$ cat config.mk
export PLATFORM = sky130hd
export DESIGN_NAME = sstf_disk_scheduler
export DESIGN_NICKNAME = d
export VERILOG_FILES = /design/src/rtl/sstf_pkg.sv /design/src/rtl/sstf_useq.sv /design/src/rtl/sstf_dpath.sv /design/src/rtl/sstf_disk_scheduler.sv
export SDC_FILE = /design/constraint.sdc
export NUM_CORES = 1
export LEC_CHECK = 0
export BUFFER_PORTS_ARGS = -buffer_cell sky130_fd_sc_hd__buf_2
export CAP_MARGIN = 25
export CORE_MARGIN = 1.5
export CORE_UTILIZATION = 47
export DETAILED_ROUTE_END_ITERATION = 8
export GPL_TIMING_DRIVEN = 0
export PLACE_DENSITY_LB_ADDON = 0.2
export REMOVE_ABC_BUFFERS = 1
export SYNTH_ARGS = -nofsm -noshare
export SYNTH_HDL_FRONTEND = slang
export SYNTH_SLANG_ARGS = --single-unit
$ cat constraint.sdc
create_clock -name clk -period 5.7 [get_ports clk]
set_input_delay 1.14 -clock clk [delete_from_list [all_inputs] [get_ports clk]]
set_output_delay 1.14 -clock clk [all_outputs]
set_load 0.02 [all_outputs]
$ cat src/rtl/sstf_pkg.sv
// Shared types, codes and the control store of the shortest-seek-first disk scheduler.
package sstf_pkg;

	localparam int FLD_W = 16;
	localparam int STEP_W = 7;
	localparam int SUM_W = 22;
	localparam int UPC_W = 3;

	typedef struct packed {
		logic [FLD_W-1:0] track;
		logic [FLD_W-1:0] start_head;
		logic             last_request;
	} req_t;

	typedef struct packed {
		logic [STEP_W-1:0] step_number;
		logic [FLD_W-1:0]  served_track;
		logic [FLD_W-1:0]  seek_distance;
		logic [SUM_W-1:0]  total_seek;
		logic              last_of_run;
	} res_t;

	localparam logic [1:0] C_ALWAYS    = 2'd0;
	localparam logic [1:0] C_LAST_ACC  = 2'd1;
	localparam logic [1:0] C_SCAN_DONE = 2'd2;
	localparam logic [1:0] C_MORE      = 2'd3;

	localparam logic [UPC_W-1:0] UA_IDLE  = 3'd0;
	localparam logic [UPC_W-1:0] UA_INIT  = 3'd1;
	localparam logic [UPC_W-1:0] UA_SCAN  = 3'd2;
	localparam logic [UPC_W-1:0] UA_EMIT  = 3'd3;
	localparam logic [UPC_W-1:0] UA_CLEAR = 3'd4;

	typedef struct packed {
		logic             busy;
		logic             scan_init;
		logic             scan;
		logic             emit;
		logic             clear;
		logic [1:0]       cond;
		logic [UPC_W-1:0] target;
		logic             stay;
	} ctrl_t;

	typedef struct packed {
		logic last_acc;
		logic scan_done;
		logic more;
	} stat_t;

	function automatic ctrl_t ucode(input logic [UPC_W-1:0] addr);
		ctrl_t cw;
		cw = '0;
		unique case (addr)
			UA_IDLE: begin
				cw.cond   = C_LAST_ACC;
				cw.target = UA_INIT;
				cw.stay   = 1'b1;
			end
			UA_INIT: begin
				cw.busy      = 1'b1;
				cw.scan_init = 1'b1;
				cw.cond      = C_ALWAYS;
				cw.target    = UA_SCAN;
			end
			UA_SCAN: begin
				cw.busy   = 1'b1;
				cw.scan   = 1'b1;
				cw.cond   = C_SCAN_DONE;
				cw.target = UA_EMIT;
				cw.stay   = 1'b1;
			end
			UA_EMIT: begin
				cw.busy   = 1'b1;
				cw.emit   = 1'b1;
				cw.cond   = C_MORE;
				cw.target = UA_INIT;
			end
			UA_CLEAR: begin
				cw.busy   = 1'b1;
				cw.clear  = 1'b1;
				cw.cond   = C_ALWAYS;
				cw.target = UA_IDLE;
			end
			default: begin
				cw.busy   = 1'b1;
				cw.cond   = C_ALWAYS;
				cw.target = UA_IDLE;
			end
		endcase
		return cw;
	endfunction

endpackage

$ cat src/rtl/sstf_useq.sv
// Microprogram sequencer: step counter, control store lookup and conditional jumps.
module sstf_useq (
	input  logic           clk,
	input  logic           arst_n,
	input  sstf_pkg::stat_t stat,
	output sstf_pkg::ctrl_t ctrl
);
	import sstf_pkg::*;

	logic [UPC_W-1:0] upc_q;
	logic [UPC_W-1:0] upc_nxt;
	logic             take;

	assign ctrl = ucode(upc_q);

	always_comb begin
		case (ctrl.cond)
			C_ALWAYS:    take = 1'b1;
			C_LAST_ACC:  take = stat.last_acc;
			C_SCAN_DONE: take = stat.scan_done;
			C_MORE:      take = stat.more;
			default:     take = 1'b1;
		endcase
		if (take) begin
			upc_nxt = ctrl.target;
		end else if (ctrl.stay) begin
			upc_nxt = upc_q;
		end else begin
			upc_nxt = upc_q + UPC_W'(1);
		end
	end

	always_ff @(posedge clk or negedge arst_n) begin
		if (!arst_n) begin
			upc_q <= UA_IDLE;
		end else begin
			upc_q <= upc_nxt;
		end
	end

endmodule

$ cat src/rtl/sstf_dpath.sv
// Datapath: request memory, served marks, nearest-track scan and result register.
module sstf_dpath #(
	parameter int MAX_REQUESTS = 32,
	parameter int TRACK_BITS = 16
) (
	input  logic            clk,
	input  logic            arst_n,
	input  sstf_pkg::ctrl_t ctrl,
	input  logic            accept,
	input  sstf_pkg::req_t  request,
	output sstf_pkg::stat_t stat,
	output logic            strobe,
	output sstf_pkg::res_t  result
);
	import sstf_pkg::*;

	localparam int IDX_W = (MAX_REQUESTS > 1) ? $clog2(MAX_REQUESTS) : 1;
	localparam int CNT_W = $clog2(MAX_REQUESTS + 1);

	logic [TRACK_BITS-1:0] mem [MAX_REQUESTS];
	logic [MAX_REQUESTS-1:0] served_q;

	logic [CNT_W-1:0]      loaded_q;
	logic [CNT_W-1:0]      nserved_q;
	logic [CNT_W-1:0]      ptr_q;
	logic [TRACK_BITS-1:0] head_q;
	logic [SUM_W-1:0]      sum_q;

	logic                  rd_vld_s1;
	logic [IDX_W-1:0]      rd_idx_s1;
	logic [TRACK_BITS-1:0] rd_data_s1;

	logic                  found_q;
	logic [IDX_W-1:0]      best_idx_q;
	logic [TRACK_BITS-1:0] best_dist_q;
	logic [TRACK_BITS-1:0] best_trk_q;

	logic                  strobe_q;
	res_t                  res_q;

	logic                  room;
	logic                  rd_en;
	logic [TRACK_BITS-1:0] trk_gap;
	logic                  better;
	logic [CNT_W-1:0]      nserved_inc;
	logic [SUM_W-1:0]      sum_nxt;

	assign room        = (loaded_q < CNT_W'(MAX_REQUESTS));
	assign rd_en       = ctrl.scan && (ptr_q < loaded_q);
	assign trk_gap     = (rd_data_s1 >= head_q) ? (rd_data_s1 - head_q) : (head_q - rd_data_s1);
	assign better      = ctrl.scan && rd_vld_s1 && !served_q[rd_idx_s1] &&
	                     (!found_q || (trk_gap < best_dist_q));
	assign nserved_inc = nserved_q + CNT_W'(1);
	assign sum_nxt     = sum_q + SUM_W'(best_dist_q);

	assign stat.last_acc  = accept && request.last_request;
	assign stat.scan_done = (ptr_q == loaded_q) && !rd_vld_s1;
	assign stat.more      = (nserved_inc != loaded_q);

	assign strobe = strobe_q;
	assign result = res_q;

	always_ff @(posedge clk) begin
		if (accept && room) begin
			mem[loaded_q[IDX_W-1:0]] <= request.track[TRACK_BITS-1:0];
		end
		if (rd_en) begin
			rd_data_s1 <= mem[ptr_q[IDX_W-1:0]];
		end
	end

	always_ff @(posedge clk or negedge arst_n) begin
		if (!arst_n) begin
			served_q  <= '0;
			loaded_q  <= '0;
			nserved_q <= '0;
			ptr_q     <= '0;
			head_q    <= '0;
			sum_q     <= '0;
			rd_vld_s1 <= 1'b0;
			found_q   <= 1'b0;
			strobe_q  <= 1'b0;
		end else begin
			strobe_q <= ctrl.emit;
			if (accept) begin
				if (room) begin
					loaded_q <= loaded_q + CNT_W'(1);
				end
				if (request.last_request) begin
					head_q <= request.start_head[TRACK_BITS-1:0];
				end
			end
			if (ctrl.scan_init) begin
				ptr_q     <= '0;
				rd_vld_s1 <= 1'b0;
				found_q   <= 1'b0;
			end
			if (ctrl.scan) begin
				rd_vld_s1 <= rd_en;
				if (rd_en) begin
					ptr_q <= ptr_q + CNT_W'(1);
				end
				if (better) begin
					found_q <= 1'b1;
				end
			end
			if (ctrl.emit) begin
				served_q[best_idx_q] <= 1'b1;
				nserved_q            <= nserved_inc;
				sum_q                <= sum_nxt;
				head_q               <= best_trk_q;
			end
			if (ctrl.clear) begin
				served_q  <= '0;
				loaded_q  <= '0;
				nserved_q <= '0;
				sum_q     <= '0;
			end
		end
	end

	always_ff @(posedge clk) begin
		if (rd_en) begin
			rd_idx_s1 <= ptr_q[IDX_W-1:0];
		end
		if (better) begin
			best_idx_q  <= rd_idx_s1;
			best_dist_q <= trk_gap;
			best_trk_q  <= rd_data_s1;
		end
		if (ctrl.emit) begin
			res_q.step_number   <= STEP_W'(nserved_inc);
			res_q.served_track  <= FLD_W'(best_trk_q);
			res_q.seek_distance <= FLD_W'(best_dist_q);
			res_q.total_seek    <= sum_nxt;
			res_q.last_of_run   <= !stat.more;
		end
	end

endmodule

$ cat src/rtl/sstf_disk_scheduler.sv
// Top level of the shortest-seek-time-first disk scheduler.
// Usage:
//   Load one request word per cycle with start while busy is low; only the low
//   TRACK_BITS bits of track are kept and words beyond MAX_REQUESTS are dropped.
//   A word with last_request set also samples start_head and starts the run.
//   The block then serves the batch, nearest track to the head first, ties to the
//   earliest loaded request, and shows one result word per pick on result for a
//   single cycle, marked by strobe; last_of_run flags the final pick.
// Sequence:
//   A word without last_request leaves busy low.
//   Each pick sets up the scan, steps through the request memory's registered
//   read port over all N stored requests, compares the final entry and then
//   emits. After the final pick a clear step empties the batch; busy then drops.
// Reset:
//   arst_n clears the batch, the head position and the sequencer; the request
//   memory keeps no reset value. The receiver cannot stall, so results are
//   never held back.
module sstf_disk_scheduler #(
	parameter int MAX_REQUESTS = 32,
	parameter int TRACK_BITS = 16
) (
	input  logic           clk,
	input  logic           arst_n,
	input  logic           start,
	output logic           busy,
	input  sstf_pkg::req_t request,
	output logic           strobe,
	output sstf_pkg::res_t result
);
	import sstf_pkg::*;

	ctrl_t ctrl;
	stat_t stat;
	logic  accept;

	assign busy   = ctrl.busy;
	assign accept = start && !ctrl.busy;

	sstf_useq u_useq (
		.clk    (clk),
		.arst_n (arst_n),
		.stat   (stat),
		.ctrl   (ctrl)
	);

	sstf_dpath #(
		.MAX_REQUESTS (MAX_REQUESTS),
		.TRACK_BITS   (TRACK_BITS)
	) u_dpath (
		.clk     (clk),
		.arst_n  (arst_n),
		.ctrl    (ctrl),
		.accept  (accept),
		.request (request),
		.stat    (stat),
		.strobe  (strobe),
		.result  (result)
	);

endmodule

Word-level counts from Yosys, hierarchy flattened
Memory sizes are Yosys's and may differ from the RTL's. A register that Yosys moved wholly into a read port is not among the register bits.
Index checks and enable logic that the tools add are counted.
- add/subtract/negate cells: 7
- $lt $le $gt $ge: 7
- equal/unequal tests: 10
- muxes and demuxes: 37
- bitwise operators: 1
- reductions and logical operators: 25
- operators by type and width (kind ; count):
    16-bit two-way mux ; 4
    32-bit two-way mux ; 2
    6-bit two-way mux ; 8
    22-bit two-way mux ; 2
    32-bit bitwise OR ; 1
    16-bit subtractor ; 2
    22-bit by 16-bit adder with 22-bit output ; 1
    5-bit one-hot mux with 4 select lines ; 1
    6-bit by 1-bit adder with 6-bit output, second input constant ; 3
    16-bit >= comparator ; 1
    16-bit < comparator ; 1
    1-bit two-way mux ; 15
    5-bit by 6-bit < comparator with 1-bit output, second input constant ; 2
    2-bit nonzero test ; 6
    1-bit logical AND ; 9
    3-bit by 2-bit equality test with 1-bit output, second input constant ; 2
    6-bit equality test ; 1
    6-bit < comparator ; 1
    6-bit < comparator, second input constant ; 1
    3-bit two-way mux ; 2
    6-bit inequality test ; 1
    1-bit binary-select mux with 5-bit select ; 1
    1-bit demux with 5-bit select ; 1
    5-bit by 1-bit >= comparator with 1-bit output, second input constant ; 1
    other kinds (13) ; 18
- flip-flop bits (word level): 197
- bits in writable memories: 512
- input port bits: 36
- output and inout port bits: 64
- word-level logic and storage cells: 107
- memories: 1
- memories (memory ; words ; bits a word ; rd ports ; clocked after Yosys merged registers in ; wr ports ; line ; text):
    u_dpath.mem ; 32 ; 16 ; 1 ; 1 ; 1 ; sstf_dpath.sv:20 ; logic [TRACK_BITS-1:0] mem [MAX_REQUESTS];

Longest topological paths before layout
Gate-level depths: netlist of the first run.
- word-level depth: 7
- depth in mapped cells: 19
- mapped depth without buffers: 18

Cells and area by module
From an unflattened synthesis of the first run, not the netlist that was laid out.
- cells, all modules: 1965
- area total of the unflattened synthesis: 30823.3 sq um
- modules (own cells, without submodules) (module ; instances ; cells each ; area each (sq um) ; seq. area each (sq um)):
    sstf_dpath ; 1 ; 1921 ; 30459.2 ; 21225.4
    sstf_useq ; 1 ; 43 ; 350.3 ; 75.1
    sstf_disk_scheduler ; 1 ; 1 ; 13.8 ; 0.0

Worst setup path after synthesis of the first run
OpenSTA, ideal clock, no wires.
- kind: register to register
- from: reg u_dpath.rd_data_s1[0], read port of u_dpath.mem
- to: reg u_dpath.best_dist_q[0], enable pin
- library setup time: 0.398 ns
- arrival time: 4.582 ns
- slack: 0.720 ns
- cell stages (with the launch flop): 20
- buffers on the path: 1
- cell sequence: edfxtp_1 inv_1 ha_1 inv_1 fa_1 a21o_1 a21oi_2 o22ai_1 o21a_1 o21ai_2 buf_6 mux2_1 ha_1 a21boi_1 o21a_1 o21a_1 o211ai_1 a31oi_1 o21ai_0 and2_1
- word-level cells in the longest chain between the ends: 5
- elaborated cells on any way between the ends: 7
- classes of those cells: 2 x add/sub; 2 x order compare; 1 x mux; 2 x reduce/logical
- ends and longest elaborated chain (item ; line ; text):
    start, declared ; sstf_dpath.sv:31 ; logic [TRACK_BITS-1:0] rd_data_s1;
    16-bit subtractor / 16-bit >= comparator (equally long branches) ; sstf_dpath.sv:50 ; assign trk_gap = (rd_data_s1 >= head_q) ? (rd_data_s1 - head_q) : (head_q - rd_data_s1);
    16-bit two-way mux (*) ; sstf_dpath.sv:50 ;
    via u_dpath.trk_gap[1] ; sstf_dpath.sv:43 ; logic [TRACK_BITS-1:0] trk_gap;
    16-bit < comparator (*) ; sstf_dpath.sv:52 ; (!found_q || (trk_gap < best_dist_q));
    1-bit logical OR (*) ; sstf_dpath.sv:52 ;
    1-bit logical AND (*) ; sstf_dpath.sv:51 ; assign better = ctrl.scan && rd_vld_s1 && !served_q[rd_idx_s1] &&
    via u_dpath.better ; sstf_dpath.sv:44 ; logic better;
    end signal, assigned ; sstf_dpath.sv:128 ; best_dist_q <= trk_gap;
    end, declared ; sstf_dpath.sv:35 ; logic [TRACK_BITS-1:0] best_dist_q;
Mark *: on every way through the listed nets, which the timed path passes. The rest lies on a longest branch.
A chain may end at the register's enable or synchronous reset.

Worst setup path after layout of the first run
- from: reg u_dpath.rd_data_s1[0], read port of u_dpath.mem
- to: reg u_dpath.best_trk_q[12], enable pin
- word-level cells in the longest chain between the ends: 5
- elaborated cells on any way between the ends: 7
- classes of those cells: 2 x add/sub; 2 x order compare; 1 x mux; 2 x reduce/logical
- ends and longest elaborated chain (item ; line ; text):
    16-bit subtractor / 16-bit >= comparator (equally long branches) ; sstf_dpath.sv:50 ;
    16-bit two-way mux (*) ; sstf_dpath.sv:50 ;
    via u_dpath.trk_gap[9] ; sstf_dpath.sv:43 ;
    16-bit < comparator (*) ; sstf_dpath.sv:52 ;
    1-bit logical OR (*) ; sstf_dpath.sv:52 ;
    1-bit logical AND (*) ; sstf_dpath.sv:51 ;
    via u_dpath.better ; sstf_dpath.sv:44 ;
    end signal, assigned ; sstf_dpath.sv:129 ; best_trk_q <= rd_data_s1;
    end, declared ; sstf_dpath.sv:36 ; logic [TRACK_BITS-1:0] best_trk_q;
Marks and branches as above.

==> qor.yml, run 1 <==
status:
  outcome: "finished, final reports clean"
critical_path:
  cp-end-kind: "flop"
  timing.critical_path.fanout_max: 29
  critPathRequiredTime_ns: 5.99
  r2r_start: "u_dpath.rd_data_s1[0]"
  critical_path.startpoint_type: "flop"
  setup.worst_path.start: "u_dpath.rd_data_s1[0]"
  criticalPathCategory: "flop to flop"
  timing.critical_path.arrival_ns: 5.56
clock_tree:
  clock_insertion_delay_worst_skew_ns: 0.62
  htree_num_levels: 3
  path_clk_slew_ns: 0.06
  cts.sink_count: 725
  cts_tree: "built"
  post_cts_setup_driven_buffer_insertion_count: 0
  clock_tree.buffer_depth: 3
  cts_buffers: 75
  cts_root_buf: "sky130_fd_sc_hd__clkbuf_16"
grt:
  number_of_global_route_vias_before_repair: 16600
  grt_first_pass_wirelength_mm: 102
  grt_antenna_before_repair: 2
  global_route.overflow_total: 0
  pin_count_of_the_biggest_net_entering_global_routing: 70
  global_route.usage.total_pct: 20.6
place:
  routabilityCongestion: 0.869
  place.port_buffers: 98
  placed_cells: 2698
  post-dp-hpwl_mm: 44.7
  place_ws_ns: 0.159
yosys:
  synth_common_cells: "sky130_fd_sc_hd__edfxtp_1, sky130_fd_sc_hd__mux4_2, sky130_fd_sc_hd__nor2_1"
  synthMostInstantiatedCell: "sky130_fd_sc_hd__edfxtp_1"
  yosys-top-cells-area: "sky130_fd_sc_hd__edfxtp_1, sky130_fd_sc_hd__mux4_2, sky130_fd_sc_hd__dfrtp_1, sky130_fd_sc_hd__ha_1, sky130_fd_sc_hd__nor2_1"
  postSynthCellCount: 1780
  postSynth.asyncResetShare_pct: 13.0
  yosys.area.top_type_share_pct: 61.7
  post-synth-top-area-cell: "sky130_fd_sc_hd__edfxtp_1"
  yosys_warnings: 0
  synth.cell_area_sq_mm: 0.0307
  yosys_most_used_dff: "sky130_fd_sc_hd__edfxtp_1"
  yosys.cell_types.count: 67
  ys_seq_area_share_pct: 69.3
  syn-mean-instance-area_sq_um: 17.3
  yosys_register_bits: 725
  synth_edf_count: 631
pwr:
  total_leakage_power_nw: 12.4
  p_comb_share_pct: 0.8
  internal_power_mw: 8.35
  power-per-cell-area_mw_per_mm2: 295
  sequentialPowerShare_pct: 55.4
  switchingPower_mw: 2.05
  switching_share_pct: 19.7
  vdd.ir_drop.worst_mv: 0.313
  p_clk_share_pct: 43.8
job:
  cap_viol_max_count: 0
final_layout:
  post_route_cells_drive_above_1_share_pct: 24.1
  combined_area_of_the_multi_input_logic_cells_sq_mm: 0.00887
  final-seq-area_sq_mm: 0.0213
  utilization_pct: 54.6
  finish.net_count: 2039
  areaGrowthSynthToFinish_pct: 14.7
  fin_cells: 2833
  fill_cells: 4980
sta:
  timing_worst_slew_pin_value_ns: 1.03
  unrepaired_setup_endpoints_after_global_routing: "false"
  final.min_clock_period_ns: 5.26
  worst_slack_ns: 0.438
  report.final.hold_viol_count: 0
  final_min_period_over_clock_period_pct: 92.3
  max_freq_mhz: 190
  final_max_slew_viol_count: 0
  fin_skew_ns: 0.0223
  relSlewSlack_pct: 30.9
  finalSetupViolations: 0
floorplanning:
  chipHeight_microns: 259
  placement_rows: 93
  design.portCount: 100
  design.core.area_sq_mm: 0.0646
  die_width_microns: 259
  die_area_sq_mm: 0.0669
  initial_core_utilization_pct: 47.6
detailed_routing:
  firstDrtPassIters: 5
  vias: 16100
  detail_route.wl_per_cell_microns: 23.7
  vias_per_cell: 5.70
  ant_nets: 0
  routed_wirelength_mm: 67.3
  detail_route.iter0.violations: 1359
  drt_drc_violations_left: 0
min_path:
  hold_path_startpoint: "u_dpath.best_trk_q[14]"
  hold_path_class: "flop to flop"
sequential cells by signal, summed over array words and instances, names as in the netlist, 16 cells and up:
signal / cells
u_dpath.best_dist_q: 16
u_dpath.best_trk_q: 16
u_dpath.served_q: 32
u_dpath.sum_q: 22
u_dpath.rd_data_s1: 16
u_dpath.result: 61
u_dpath.head_q: 16
u_dpath.mem: 512
power groups by stage:
| stage | Clock, mW | Combinational (mW) | Sequential [mW] |
|---|---|---|---|
| final | 4.56 | 0.0849 | 5.76 |
| after global routing | 4.86 | 0.0950 | 5.75 |
| after CTS | 4.66 | 0.0880 | 5.76 |
| after detailed placement | 0 | 0.0880 | 5.87 |
| after global placement | 0 | 0.0781 | 5.87 |
| after floorplan | 0 | 0.00370 | 5.87 |
final cells by class:
| type | count | area share [%] |
|---|---|---|
| flip-flops and latches | 725 | 60.4 |
| multi-input cells | 898 | 25.2 |
| clock buffers | 103 | 5.74 |
| repair buffers | 144 | 4.12 |
| well taps | 855 | 3.03 |
| inverters | 77 | 0.820 |
| clock inverters | 30 | 0.671 |
| diodes | 1 | 0.00710 |
critical path, cell delays in order (launching register included):
cell                       delay, ns
sky130_fd_sc_hd__edfxtp_1       0.43
sky130_fd_sc_hd__inv_1          0.08
sky130_fd_sc_hd__ha_1           0.19
sky130_fd_sc_hd__inv_1          0.06
sky130_fd_sc_hd__fa_1           0.39
sky130_fd_sc_hd__a21o_1         0.19
sky130_fd_sc_hd__a21oi_2        0.20
sky130_fd_sc_hd__o22ai_1        0.15
sky130_fd_sc_hd__o21a_1         0.28
sky130_fd_sc_hd__o21ai_4        0.55
sky130_fd_sc_hd__mux2i_1        0.29
sky130_fd_sc_hd__xor2_1         0.28
sky130_fd_sc_hd__ha_1           0.31
sky130_fd_sc_hd__a21o_1         0.16
sky130_fd_sc_hd__a21o_1         0.17
sky130_fd_sc_hd__a21oi_1        0.13
sky130_fd_sc_hd__o21ai_0        0.17
sky130_fd_sc_hd__o21ai_0        0.27
sky130_fd_sc_hd__and2_2         0.39
sky130_fd_sc_hd__buf_12         0.25
final timing paths:
| path | to | slack [ns] | cells past startpoint |
|---|---|---|---|
| worst max-delay path | u_dpath.best_trk_q[12] | 0.44 | 19 |
| worst min-delay path | u_dpath.result[53] | 0.45 | 0 |
| worst max register to register | u_dpath.best_trk_q[12] | 0.44 | 19 |
| worst min register to register | u_dpath.result[53] | 0.45 | 0 |
| max in group asynchronous | u_dpath.ptr_q[2] | 4.40 | 2 |
| min in group asynchronous | u_dpath.served_q[9] | 0.57 | 1 |
cell families after synthesis:
logic type / after synthesis / share of synthesized area [%]
simple gates: 306 / 4.54
buf+inv: 157 / 2.20
flops: 725 / 69.3
fa+ha+maj: 82 / 3.41
other cells: 1 / 0.0122
compound gates: 227 / 4.55
xor+xnor: 50 / 1.43
mux: 232 / 14.5
metal layers:
metal / wire length (microns) / vias to the layer above / global-route usage (%)
li1: - / 7264 / -
met1: 28600 / 8387 / 27.6
met2: 34300 / 395 / 34.9
met3: 3000 / 98 / 3.51
met4: 1390 / 2 / 5.23
met5: 13 / - / 0
layout by cell type (no fill, tap or decap), types with 11 or more instances in the layout:
cell / n
sky130_fd_sc_hd__inv_1: 70
sky130_fd_sc_hd__a21oi_1: 82
sky130_fd_sc_hd__ha_1: 78
sky130_fd_sc_hd__mux2i_1: 45
sky130_fd_sc_hd__buf_16: 21
sky130_fd_sc_hd__clkinv_2: 11
sky130_fd_sc_hd__nor2_1: 94
sky130_fd_sc_hd__clkbuf_1: 25
sky130_fd_sc_hd__a21o_1: 21
sky130_fd_sc_hd__mux4_2: 170
sky130_fd_sc_hd__nor3_1: 20
sky130_fd_sc_hd__clkbuf_16: 76
sky130_fd_sc_hd__dfrtp_1: 90
sky130_fd_sc_hd__nand4_1: 11
sky130_fd_sc_hd__edfxtp_1: 631
sky130_fd_sc_hd__o21ai_0: 16
sky130_fd_sc_hd__nor2_2: 32
sky130_fd_sc_hd__o21ai_1: 35
sky130_fd_sc_hd__xnor2_1: 33
sky130_fd_sc_hd__o21a_1: 15
sky130_fd_sc_hd__buf_8: 21
sky130_fd_sc_hd__mux2_2: 16
sky130_fd_sc_hd__buf_2: 97
sky130_fd_sc_hd__nand3_1: 31
sky130_fd_sc_hd__xor2_1: 17
sky130_fd_sc_hd__nand2_1: 65
sky130_fd_sc_hd__clkinv_1: 12
sky130_fd_sc_hd__and3_1: 14
stage by stage:
step | hold WS (ns) | TNS, ns | cell area (sq um) | power, mW
5_1_grt | 0.457 | 0 | 35300 | 10.7
6_report | 0.449 | 0 | 35300 | 10.4
2_1_floorplan | 0.426 | -46.79 | 30300 | 5.87
3_5_place_dp | 0.437 | 0 | 33000 | 5.95
3_3_place_gp | 0.433 | -247.47 | 31900 | 5.94
4_1_cts | 0.450 | 0 | 35200 | 10.5
repair_timing:
action                                  in CTS  in global routing
endpoints found under the setup margin       0                 29
resized for setup                            0                  1
hold buffers                                 0                  0
(Power assumes the default switching activity.)
==> inputs of run 2 (changes only) <==
- CTS_BUF_LIST: not set -> sky130_fd_sc_hd__clkbuf_8
==> run 2 against run 1 <==
Critical path depth unchanged. Total power is 4.2% lower. Core utilization decreased by 0.18 points. Routed wire length increased by 1.2%. Register-to-register slack worse by 0.04 ns. Final area fell by 0.34%. Setup slack worse by 0.044 ns. Via count rose by 1.8%. Non-clock buffer count is the same. Clock power is 9.6% lower. Critical endpoint is now u_dpath.best_trk_q[13]. Largest cell class unchanged.
==> qor.yml, run 2 (synthesized netlist as in run 1, its figures left out) <==
final_layout:
  most-common-layout-cells: "sky130_fd_sc_hd__edfxtp_1, sky130_fd_sc_hd__mux4_2, sky130_fd_sc_hd__clkbuf_8, sky130_fd_sc_hd__inv_1, sky130_fd_sc_hd__buf_2"
  areaGrowthSynthToFinish_pct: 14.4
  flip_flop_count_of_the_largest_register_all_copies_and_words_added: 512
  finish.net_count: 2080
  fill_cells: 5037
  final_design_area_no_fill_sq_mm: 0.0351
  utilization_pct: 54.4
  post_route_cells_drive_above_1_share_pct: 25.6
  commonest_non_fill_non_tap_cell_in_the_layout: "sky130_fd_sc_hd__edfxtp_1"
  fin_cells: 2917
clock_tree:
  cts_root_buf: "sky130_fd_sc_hd__clkbuf_8"
  cts_tree: "built"
  post_cts_setup_driven_buffer_insertion_count: 0
  clock_insertion_delay_worst_skew_ns: 0.76
  path_clk_slew_ns: 0.06
  cts_buffers: 116
  htree_num_levels: 3
  cts.sink_count: 725
  clock_tree.buffer_depth: 3
floorplanning:
  chipHeight_microns: 259
  design.portCount: 100
  initial_core_utilization_pct: 47.6
  die_area_sq_mm: 0.0669
  die_width_microns: 259
  placement_rows: 93
  design.core.area_sq_mm: 0.0646
place:
  placed_cells: 2698
  routabilityCongestion: 0.869
  post-dp-hpwl_mm: 44.7
  dpl-instance-area_sq_mm: 0.0330
  place.port_buffers: 98
critical_path:
  critical_path.startpoint_type: "flop"
  setup.worst_path.start: "u_dpath.rd_data_s1[0]"
  critPathRequiredTime_ns: 6.12
  timing.critical_path.arrival_ns: 5.73
  critical-path-top-delay-family: "compound AO/OA/AOI/OAI gates"
  cp-end-kind: "flop"
  critical_path.n_buffers_inverters: 3
  r2r_start: "u_dpath.rd_data_s1[0]"
  cpPeakStageDelay_ns: 0.55
  slowest_stage: "sky130_fd_sc_hd__o21ai_4"
  critical_path.most_common_cell: "sky130_fd_sc_hd__a21o_1"
  path_cells: "inv_1, ha_1, inv_1, fa_1, a21o_1, a21oi_2, o22ai_1, o21a_1, o21ai_4, mux2i_1, xor2_1, ha_1, a21o_1, a21o_1, a21oi_1, o21ai_0, o21ai_0, and2_2, buf_12"
  criticalPathCategory: "flop to flop"
  r2r_slack_ns: 0.39
  timing.critical_path.fanout_max: 29
grt:
  number_of_global_route_vias_before_repair: 17100
  grt_antenna_before_repair: 2
  global_route.overflow_total: 0
  pin_count_of_the_biggest_net_entering_global_routing: 70
  global_route.usage.total_pct: 20.8
  grt_first_pass_wirelength_mm: 103
detailed_routing:
  firstDrtPassIters: 5
  detail_route.iter0.violations: 1378
  ant_nets: 0
  vias_per_cell: 5.63
  vias: 16400
  detail_route.wl_per_cell_microns: 23.3
  routed_wirelength_mm: 68.1
  drt_drc_violations_left: 0
sta:
  report.final.hold_viol_count: 0
  setup_tns_ns: 0
  finalSetupViolations: 0
  timing_worst_slew_pin_value_ns: 1.02
  relSlewSlack_pct: 31.5
  fin_skew_ns: 0.0475
  final.min_clock_period_ns: 5.31
  unrepaired_setup_endpoints_after_global_routing: "false"
  final_max_slew_viol_count: 0
  max_freq_mhz: 188
  final_min_period_over_clock_period_pct: 93.1
pwr:
  total_leakage_power_nw: 12.5
  vdd.ir_drop.worst_mv: 0.214
  power-per-cell-area_mw_per_mm2: 283
status:
  outcome: "finished, final reports clean"
job:
  cap_viol_max_count: 0
min_path:
  hold_path_class: "flop to flop"
  hold_path_startpoint: "u_dpath.best_trk_q[13]"
-- run 2: changes by cell type in the layout (fill, tap and decap cells not counted), sizes merged --
cell,delta
clkbuf,+19
clkinvlp,-1
clkinv,+23
inv,+44
bufinv,-1
-- run 2: final cells by class --
type | count | area [sq um] | area share (%)
diodes | 1 | 2.50 | 0.00712
clock buffers | 122 | 1680 | 4.78
clock inverters | 95 | 462 | 1.31
inverters | 77 | 289 | 0.823
multi-input cells | 898 | 8870 | 25.2
flip-flops and latches | 725 | 21300 | 60.7
well taps | 855 | 1070 | 3.04
repair buffers | 144 | 1450 | 4.14
-- run 2: layer usage --
layer	share of wire (%)	up-vias	GRT usage (%)
li1	-	7365	-
met1	42	8509	27.6
met2	51	445	35.1
met3	4.9	114	4.01
met4	2.3	0	5.78
met5	0	-	0
-- run 2: worst paths after layout --
| path | endpoint | cells after the start |
|---|---|---|
| setup / recovery | u_dpath.best_trk_q[13] | 19 |
| hold / removal | u_dpath.result[52] | 0 |
| setup reg to reg | u_dpath.best_trk_q[13] | 19 |
| hold reg to reg | u_dpath.result[52] | 0 |
| max in group asynchronous | u_dpath.ptr_q[1] | 2 |
| min in group asynchronous | u_dpath.served_q[15] | 1 |
-- run 2: power by group --
part	internal, mW	switching (mW)	total (mW)
clock	2.04	2.07	4.12
combinational	0.0126	0.0730	0.0855
sequential	5.76	0	5.76
total	7.81	2.15	9.96
-- run 2: timing repair --
action                     4_1_cts  5_1_grt
resized for setup                0        1
setup endpoints to repair        0       29
hold buffers                     0        0
-- run 2: per-stage QoR --
step / worst slack (ns) / total power, mW / hold slack, ns
3_3_place_gp: -4.14 / 5.94 / 0.433
2_1_floorplan: -1.25 / 5.87 / 0.426
4_1_cts: 0.117 / 10.1 / 0.415
3_5_place_dp: 0.159 / 5.95 / 0.437
6_report: 0.394 / 9.96 / 0.441
5_1_grt: 0.0261 / 10.3 / 0.460
==> inputs of run 3 (changes only) <==
- CELL_PAD_IN_SITES_DETAIL_PLACEMENT: not set -> 0
- CELL_PAD_IN_SITES_GLOBAL_PLACEMENT: not set -> 1
- CTS_BUF_LIST: sky130_fd_sc_hd__clkbuf_8 -> not set
==> run 3 against run 2 <==
Clock skew is 0.012 ns lower. Routed wire length down 0.54%. Core utilization is 0.57 points higher. Clock power rose by 17%. Total power increased by 7.2%. Global-route usage fell by 0.15 points. Critical path depth is the same.
==> qor.yml, run 3 (synthesized netlist as in run 1, its figures left out) <==
sta:
  final_max_slew_viol_count: 0
  max_freq_mhz: 188
  finalSetupViolations: 0
  final_min_period_over_clock_period_pct: 93.2
  relSlewSlack_pct: 40.2
  final.min_clock_period_ns: 5.31
  report.final.hold_viol_count: 0
  timing_worst_slew_pin_value_ns: 0.897
  fin_skew_ns: 0.0350
  unrepaired_setup_endpoints_after_global_routing: "false"
grt:
  grt_antenna_before_repair: 0
  pin_count_of_the_biggest_net_entering_global_routing: 61
  groute.layer.met2.usage_pct: 34.2
  globalRouteMet1Util_pct: 28.6
  number_of_global_route_vias_before_repair: 16000
  globalRouteMet3Util_pct: 2.98
  grt_first_pass_wirelength_mm: 102
  grt_most_used_layer: "met2"
  global_route.overflow_total: 0
  global_route.usage.total_pct: 20.6
place:
  post-dp-hpwl_mm: 44.9
  place.port_buffers: 98
  routabilityCongestion: 0.898
min_path:
  worst_hold_path_cells: 0
  hold_path_class: "flop to flop"
  hold_path_startpoint: "u_dpath.best_trk_q[13]"
  hold_path_end: "u_dpath.result[52]"
job:
  cap_viol_max_count: 0
pwr:
  switching_share_pct: 20.1
  p_clk_share_pct: 45.3
  total_leakage_power_nw: 12.5
  vdd.ir_drop.worst_mv: 0.259
  power-per-cell-area_mw_per_mm2: 301
  sequentialPowerShare_pct: 53.9
  p_comb_share_pct: 0.8
  internal_power_mw: 8.53
  total_power_mw: 10.7
  switchingPower_mw: 2.15
clock_tree:
  holdBufCountCts: 0
  cts_tree: "built"
  post_cts_setup_driven_buffer_insertion_count: 0
  htree_num_levels: 3
  clock_insertion_delay_worst_skew_ns: 0.65
  cts_buffers: 78
  cts_root_buf: "sky130_fd_sc_hd__clkbuf_16"
  clock_tree.buffer_depth: 3
  cts.sink_count: 725
  path_clk_slew_ns: 0.06
  cts.repair.resized: 0
critical_path:
  ff2ff_path_depth: 19
  timing.critical_path.arrival_ns: 5.63
  critPathRequiredTime_ns: 6.02
  r2r_slack_ns: 0.39
  r2r-end: "u_dpath.best_trk_q[14]"
  r2r_start: "u_dpath.rd_data_s1[0]"
  slowest_stage: "sky130_fd_sc_hd__o21ai_4"
  critical_path.n_buffers_inverters: 3
  critical-path-top-delay-family: "compound AO/OA/AOI/OAI gates"
  path_cells: "inv_1, ha_1, inv_1, fa_1, a21o_1, a21oi_2, o22ai_1, o21a_1, o21ai_4, mux2i_1, xor2_1, ha_1, a21o_1, a21o_1, a21oi_1, o21ai_0, o21ai_0, and2_2, buf_12"
  cpPeakStageDelay_ns: 0.56
  cp-end-kind: "flop"
  timing.critical_path.fanout_max: 25
  critical_path.most_common_cell: "sky130_fd_sc_hd__a21o_1"
  criticalPathCategory: "flop to flop"
  critical_path.startpoint_type: "flop"
detailed_routing:
  detail_route.wl_per_cell_microns: 23.8
  drt_drc_violations_left: 0
  detail_route.iter0.violations: 1385
  ant_nets: 0
  vias: 16100
  firstDrtPassIters: 5
  routed_wirelength_mm: 67.7
  vias_per_cell: 5.67
floorplanning:
  design.core.area_sq_mm: 0.0646
  chipHeight_microns: 259
  die_width_microns: 259
  design.portCount: 100
  placement_rows: 93
  die_area_sq_mm: 0.0669
  initial_core_utilization_pct: 47.6
final_layout:
  flip_flop_count_of_the_largest_register_all_copies_and_words_added: 512
  most-common-layout-cells: "sky130_fd_sc_hd__edfxtp_1, sky130_fd_sc_hd__mux4_2, sky130_fd_sc_hd__buf_2, sky130_fd_sc_hd__nor2_1, sky130_fd_sc_hd__dfrtp_1"
  commonest_non_fill_non_tap_cell_in_the_layout: "sky130_fd_sc_hd__edfxtp_1"
  antenna_cells_inserted: 0
  areaGrowthSynthToFinish_pct: 15.5
  post_route_cells_drive_above_1_share_pct: 24.4
  finish.net_count: 2043
  fill_cells: 5046
  utilization_pct: 55.0
status:
  outcome: "finished, final reports clean"
-- run 3: cell count changes in the layout (fill, tap and decap cells not counted), sizes merged --
cell	delta
clkbuf	-15
bufinv	+2
diode	-1
inv	-42
clkinv	-19
-- run 3: layout make-up --
class	count	area, sq um	area share, %
sequential	725	21300	60.0
multi-input combinational	898	8870	25.0
clock buffer	106	2110	5.94
timing repair buffer	145	1510	4.25
tap	855	1070	3.01
clock inverter	36	347	0.976
inverter	77	289	0.814
-- run 3: power by group through the flow --
stage	Sequential [mW]	Clock (mW)	Combinational (mW)
after floorplan	5.87	0	0.00370
after global placement	5.87	0	0.0783
after detailed placement	5.87	0	0.0871
after CTS	5.76	4.94	0.0869
after global routing	5.75	5.13	0.0942
final	5.76	4.83	0.0845
-- run 3: metrics by stage --
| stage | hold slack, ns | worst slack [ns] | cell area, sq um | setup TNS [ns] | instances |
|---|---|---|---|---|---|
| 4_1_cts | 0.450 | 0.0991 | 35500 | 0 | 2840 |
| 6_report | 0.446 | 0.389 | 35500 | 0 | 2842 |
| 3_5_place_dp | 0.436 | 0.147 | 33000 | 0 | 2698 |
| 2_1_floorplan | 0.426 | -1.25 | 30300 | -46.79 | 1700 |
| 5_1_grt | 0.457 | 0.0219 | 35500 | 0 | 2842 |
| 3_3_place_gp | 0.432 | -4.19 | 31900 | -253.35 | 2653 |
-- run 3: metal layers --
layer | up-vias | share of wire [%]
li1 | 7261 | -
met1 | 8341 | 44
met2 | 401 | 50
met3 | 106 | 4.2
met4 | 0 | 2.2
met5 | - | 0
-- run 3: how the worst max path moves through the flow --
stage	start	endpoint	slack (ns)	cells past startpoint
after floorplan	u_dpath.ptr_q[0]	u_dpath.ptr_q[5]	-1.25	9
after global placement	u_dpath.ptr_q[0]	u_dpath.ptr_q[5]	-4.19	9
after detailed placement	u_dpath.rd_data_s1[0]	u_dpath.best_trk_q[13]	0.15	19
after CTS	u_dpath.rd_data_s1[0]	u_dpath.best_trk_q[14]	0.1	19
after global routing	u_dpath.rd_data_s1[0]	u_dpath.best_trk_q[13]	0.02	19
final	u_dpath.rd_data_s1[0]	u_dpath.best_trk_q[14]	0.39	19
